**src/rtl/core/tsrt_pkg.sv**
```systemverilog
// shared types, constants and helpers of the reassembly tracker
// no dependencies
package tsrt_pkg;

  localparam int unsigned SegmentSlots = 16;
  localparam int unsigned SlotW        = $clog2(SegmentSlots);
  localparam int unsigned IdxW         = $clog2(SegmentSlots + 1);

  localparam logic [31:0] InitSeqReset = 32'd0;
  localparam logic [15:0] WinSizeReset = 16'd4096;

  typedef enum logic {
    CfgInitSeq = 1'b0,
    CfgWinSize = 1'b1
  } cfg_idx_e;

  typedef enum logic [2:0] {
    StatAdvanced = 3'd0,
    StatStored   = 3'd1,
    StatOutside  = 3'd2,
    StatFull     = 3'd3,
    StatTooLarge = 3'd4
  } status_e;

  typedef enum logic [2:0] {
    CellHold,
    CellClear,
    CellInsert,
    CellMark,
    CellPull
  } cell_op_e;

  typedef enum logic [1:0] {
    StIdle,
    StCheck,
    StCompact,
    StWalk
  } state_e;

  typedef struct packed {
    logic        valid;
    logic [31:0] start;
    logic [15:0] len;
  } seg_t;

  typedef struct packed {
    cell_op_e    op;
    logic [31:0] seq;
    logic [15:0] len;
    logic [31:0] nb;
  } cell_bus_t;

  typedef struct packed {
    logic take_new;
    logic from_prev;
    logic from_next;
  } cell_sel_t;

  function automatic logic precedes(logic [31:0] a, logic [31:0] b);
    logic [31:0] d;
    d = a - b;
    return d[31];
  endfunction

endpackage

```
**src/rtl/core/tsrt_cell.sv**
```systemverilog
// one slot of the sorted segment chain
// depends on tsrt_pkg
module tsrt_cell (
  input  logic              clk_i,
  input  logic              rst_ni,
  input  tsrt_pkg::cell_bus_t bus_i,
  input  tsrt_pkg::cell_sel_t sel_i,
  input  tsrt_pkg::seg_t    prev_i,
  input  tsrt_pkg::seg_t    next_i,
  output tsrt_pkg::seg_t    seg_o,
  output logic              match_o
);

  logic        valid_q, valid_d;
  logic [31:0] start_q, start_d;
  logic [15:0] len_q, len_d;
  logic [31:0] seg_end;
  logic [31:0] new_end;
  logic [31:0] diff;
  logic [15:0] trim_len;

  assign seg_end = start_q + {16'd0, len_q};
  assign new_end = bus_i.seq + {16'd0, bus_i.len};
  assign diff    = start_q - bus_i.seq;
  assign match_o = valid_q & tsrt_pkg::precedes(bus_i.seq, start_q);
  assign seg_o   = '{valid: valid_q, start: start_q, len: len_q};

  always_comb begin
    trim_len = bus_i.len;
    if (valid_q && tsrt_pkg::precedes(start_q, new_end)) begin
      trim_len = diff[15:0];
    end
  end

  always_comb begin
    logic [31:0] cut;
    cut     = seg_end - bus_i.nb;
    valid_d = valid_q;
    start_d = start_q;
    len_d   = len_q;
    unique case (bus_i.op)
      tsrt_pkg::CellClear: valid_d = 1'b0;
      tsrt_pkg::CellInsert: begin
        if (sel_i.take_new) begin
          valid_d = 1'b1;
          start_d = bus_i.seq;
          len_d   = trim_len;
        end else if (sel_i.from_prev) begin
          valid_d = prev_i.valid;
          start_d = prev_i.start;
          len_d   = prev_i.len;
        end
      end
      tsrt_pkg::CellMark: begin
        if (valid_q) begin
          if (!tsrt_pkg::precedes(bus_i.nb, seg_end)) begin
            valid_d = 1'b0;
          end else if (tsrt_pkg::precedes(start_q, bus_i.nb)) begin
            start_d = bus_i.nb;
            len_d   = cut[15:0];
          end
        end
      end
      tsrt_pkg::CellPull: begin
        if (sel_i.from_next) begin
          valid_d = next_i.valid;
          start_d = next_i.start;
          len_d   = next_i.len;
        end
      end
      default: ;
    endcase
  end

  always_ff @(posedge clk_i or negedge rst_ni) begin
    if (!rst_ni) begin
      valid_q <= 1'b0;
    end else begin
      valid_q <= valid_d;
    end
  end

  always_ff @(posedge clk_i) begin
    start_q <= start_d;
    len_q   <= len_d;
  end

endmodule

```
**config.mk**
```make
export PLATFORM = sky130hd
export DESIGN_NAME = tsrt_cell
export DESIGN_NICKNAME = d
export VERILOG_FILES = /design/src/rtl/core/tsrt_pkg.sv /design/src/rtl/core/tsrt_cell.sv
export SDC_FILE = /design/constraint.sdc
export NUM_CORES = 1
export LEC_CHECK = 0
export BUFFER_PORTS_ARGS = -buffer_cell sky130_fd_sc_hd__buf_2
export CORE_MARGIN = 2
export CORE_UTILIZATION = 49
export DETAILED_ROUTE_END_ITERATION = 7
export PLACE_DENSITY = 0.75
export SLEW_MARGIN = 10
export SYNTH_ARGS = -nofsm -noshare
export SYNTH_HDL_FRONTEND = slang
export SYNTH_SLANG_ARGS = --single-unit
```
**constraint.sdc**
```tcl
create_clock -name clk_i -period 9.8 [get_ports clk_i]
set_clock_uncertainty 0.15 [all_clocks]
set_input_delay 0.49 -clock clk_i [delete_from_list [all_inputs] [get_ports clk_i]]
set_output_delay 0.49 -clock clk_i [all_outputs]
set_load 0.02 [all_outputs]
```
==> impl_metrics.tcl <==
set metrics [dict create \
    status "finished, final reports clean" \
    r2r_slack_ns 3.97 \
    fin_crit_sh 0.595 \
    synth_top_flop_cell "edfxtp_1" \
    fp-row-count 49 \
    holdPathEnd "start_q[29]$_DFFE_PP_" \
    grt.total_usage 0.283 \
    final_cell_mix "buf_2, ha_1, inv_1, a21oi_1, o21ai_0" \
    setup_violations 0 \
    cts_hold_buf 1 \
    ys_seq_elements 49 \
    port-buffer-count 235 \
    timing.rr.start "start_q[0]$_DFFE_PP_" \
    syn_area_per_cell_um2 8.62 \
    wl_met2_um 13200 \
    crit_fanout 48 \
    vias 8534 \
    critPathLaunchType "flop" \
    required_ns 9.57 \
    cts_made_buffers 5 \
    place.gp.congestion 0.964 \
    r2r_cells 19 \
    via_per_inst 5.76 \
    yosys_warnings 0 \
    postCtsResizedCells 0 \
    die_area_mm2 0.0192 \
    drc 0 \
    synth_adder_area_share 0.306 \
    p_seq_frac 0.237 \
    synth_xor_area_frac 0.0629 \
    final_nets 1639 \
    grt_pass1_wl_um 43700 \
    startpoint "start_q[0]$_DFFE_PP_" \
    top_layer "met4" \
    drt-total-wl_um 27700 \
    switching_power_mw 0.507 \
    post_cts_buffers 0 \
    tns_ns 0 \
    design_area_mm2 0.0104 \
    cts_root_buf "clkbuf_16" \
    hold_start "next_i[45]" \
    holdPathStages 3 \
    cts_sinks 49 \
    cap_violations 0 \
    grt_overflow 0 \
    synth_compound_area_frac 0.225 \
    final_common_cell "buf_2" \
    pwr-share-comb 0.585 \
    total_power_mw 1.18 \
    antenna_found_initial 0 \
    crit_arrival_ns 5.60 \
    relSlewSlack 0.260 \
    synth_edf_count 48 \
    crit_type "reg -> reg" \
    start_util 0.496 \
    yosys.area_share.simple 0.106 \
    cts_tree "yes" \
    cts_buffer_depth 2 \
    core-area_mm2 0.0178 \
    place_area_mm2 0.0102 \
    diodes 0 \
    async_reset_ff_frac 0.0204 \
    r2r-end "start_q[1]$_DFFE_PP_" \
    whs_ns 0.343 \
    maxSlewViolCount 0 \
    synthMuxAreaShare 0.0537 \
    period_minus_slack_ns 5.83 \
    firstDrtPassIters 5 \
    routedWlPerCell_um 18.7 \
    p_int_mw 0.671 \
    seq_area_frac_synth 0.166 \
    yosysTopAreaCell "ha_1" \
    drtIter0Drc 617 \
    antenna_left 0 \
    htreeDepth 2 \
    synthToLayoutAreaGrowth_pct 17.7 \
    grt_pass1_vias 8479 \
    timing.fmax_mhz 171 \
    die_h_um 138 \
    synth_top_family_by_area "adder cells" \
    preCtsSetupSlack_ns 4.02 \
    grt_max_degree 50 \
    drive_gt1_frac 0.211 \
    hpwlAfterDp_um 22900 \
    leakage_nw 5.37 \
    synth_top_area_share 0.252 \
    worst_pin_slew_ns 1.11 \
    setup_slack_ns 3.97 \
    p_clk_frac 0.179 \
    ir_worst_vdd_v 0.0000697 \
    io_pins 236 \
    swShare 0.430 \
    wl_met1_um 12000 \
    yosys-top-cells-area "ha_1, edfxtp_1, inv_1" \
    synth_area_mm2 0.00885 \
    ys_types 78 \
    rsz0062_at_grt "no" \
    synthCells 1027 \
    clk_pin_slew_worst_paths_ns 0.08 \
    clkLatencyLatePin_ns 0.30 \
    hold_viol 0 \
    syn_nets 1415 \
    cp-end-kind "flop" \
    hp-class "in -> reg" \
    die_w_um 138 \
    dr_wl_met3_um 1790 \
    p_per_area_mw_per_mm2 113 \
]
logic make-up (layout without fill, tap and decap cells):
family / Yosys count / after routing
compound gates: 302 / 302
fa+ha+maj: 202 / 202
buf+inv: 184 / 409
simple gates: 182 / 182
xor+xnor: 61 / 61
flops: 49 / 49
mux: 47 / 47
per-stage QoR:
stage          cells  utilization
2_1_floorplan   1027            -
3_3_place_gp    1472        0.574
3_5_place_dp    1472        0.574
4_1_cts         1481        0.584
5_1_grt         1481        0.584
6_report        1481        0.584
power groups by stage:
stage / Sequential [mW] / Combinational [mW] / Clock, mW
2_1_floorplan: 0.294 / 0.468 / 0
5_1_grt: 0.281 / 0.766 / 0.218
6_report: 0.279 / 0.689 / 0.210
4_1_cts: 0.278 / 0.683 / 0.209
3_5_place_dp: 0.283 / 0.678 / 0
3_3_place_gp: 0.282 / 0.667 / 0
registers in the layout (all words and copies together) (netlist names):
name     flops
len_q       16
start_q     32
valid_q      1
worst max path at each step:
| stage | slack [ns] | to |
|---|---|---|
| finish | 3.97 | start_q[1]$_DFFE_PP_ |
| global route | 3.66 | len_q[7]$_DFFE_PP_ |
| CTS | 4.01 | len_q[7]$_DFFE_PP_ |
| detailed placement | 4.02 | start_q[5]$_DFFE_PP_ |
| global placement | 4.19 | len_q[8]$_DFFE_PP_ |
| floorplan | 4.21 | len_q[0]$_DFFE_PP_ |
synthesized netlist by cell type, drive strengths merged, types with 3 or more instances:
library cell	number
o211ai	5
a41o	3
a211oi	5
or3	4
o21bai	7
a221oi	7
nor2b	12
nor4	7
and4	6
xor2	9
nand2	45
and3	9
a31oi	5
o21a	14
nor2	33
a21oi	70
a21o	21
a31o	4
edfxtp	48
xnor2	52
buf	8
nand4	12
mux2i	46
nor3	17
fa	24
nand3b	5
o31a	3
a22oi	33
inv	160
a21boi	5
nand3	18
a222oi	8
o21ai	83
o31ai	5
clkbuf	16
ha	178
worst max-delay path, cell delays in order (launching register included):
cell	delay, ns
edfxtp_1	0.46
ha_1	0.27
fa_1	0.42
a21oi_1	0.22
o21ai_1	0.15
a31o_2	0.30
a2111oi_2	0.39
nor2_1	0.15
a41o_1	0.36
nand2_1	0.12
xnor2_1	0.07
ha_1	0.29
nand4_1	0.12
o21ai_1	0.15
a21oi_1	0.05
o41ai_1	0.30
a211oi_2	0.08
xnor2_1	0.15
xnor2_1	0.23
a41o_2	0.97
per-layer routing:
layer	vias to the layer above	global-route usage
li1	4152	-
met1	4029	0.368
met2	310	0.503
met3	43	0.0305
met4	0	0.0757
met5	-	0
cell type report:
| cell class | instances | area (um2) |
|---|---|---|
| Clock inverter | 2 | 38.8 |
| Timing Repair Buffer | 241 | 1220 |
| Tap cell | 229 | 287 |
| Sequential cell | 49 | 1470 |
| Clock buffer | 6 | 129 |
| Fill cell | 1634 | 7420 |
| Inverter | 160 | 601 |
| Multi-Input combinational cell | 794 | 6680 |
No activity file was read; power rests on OpenSTA's default activity.
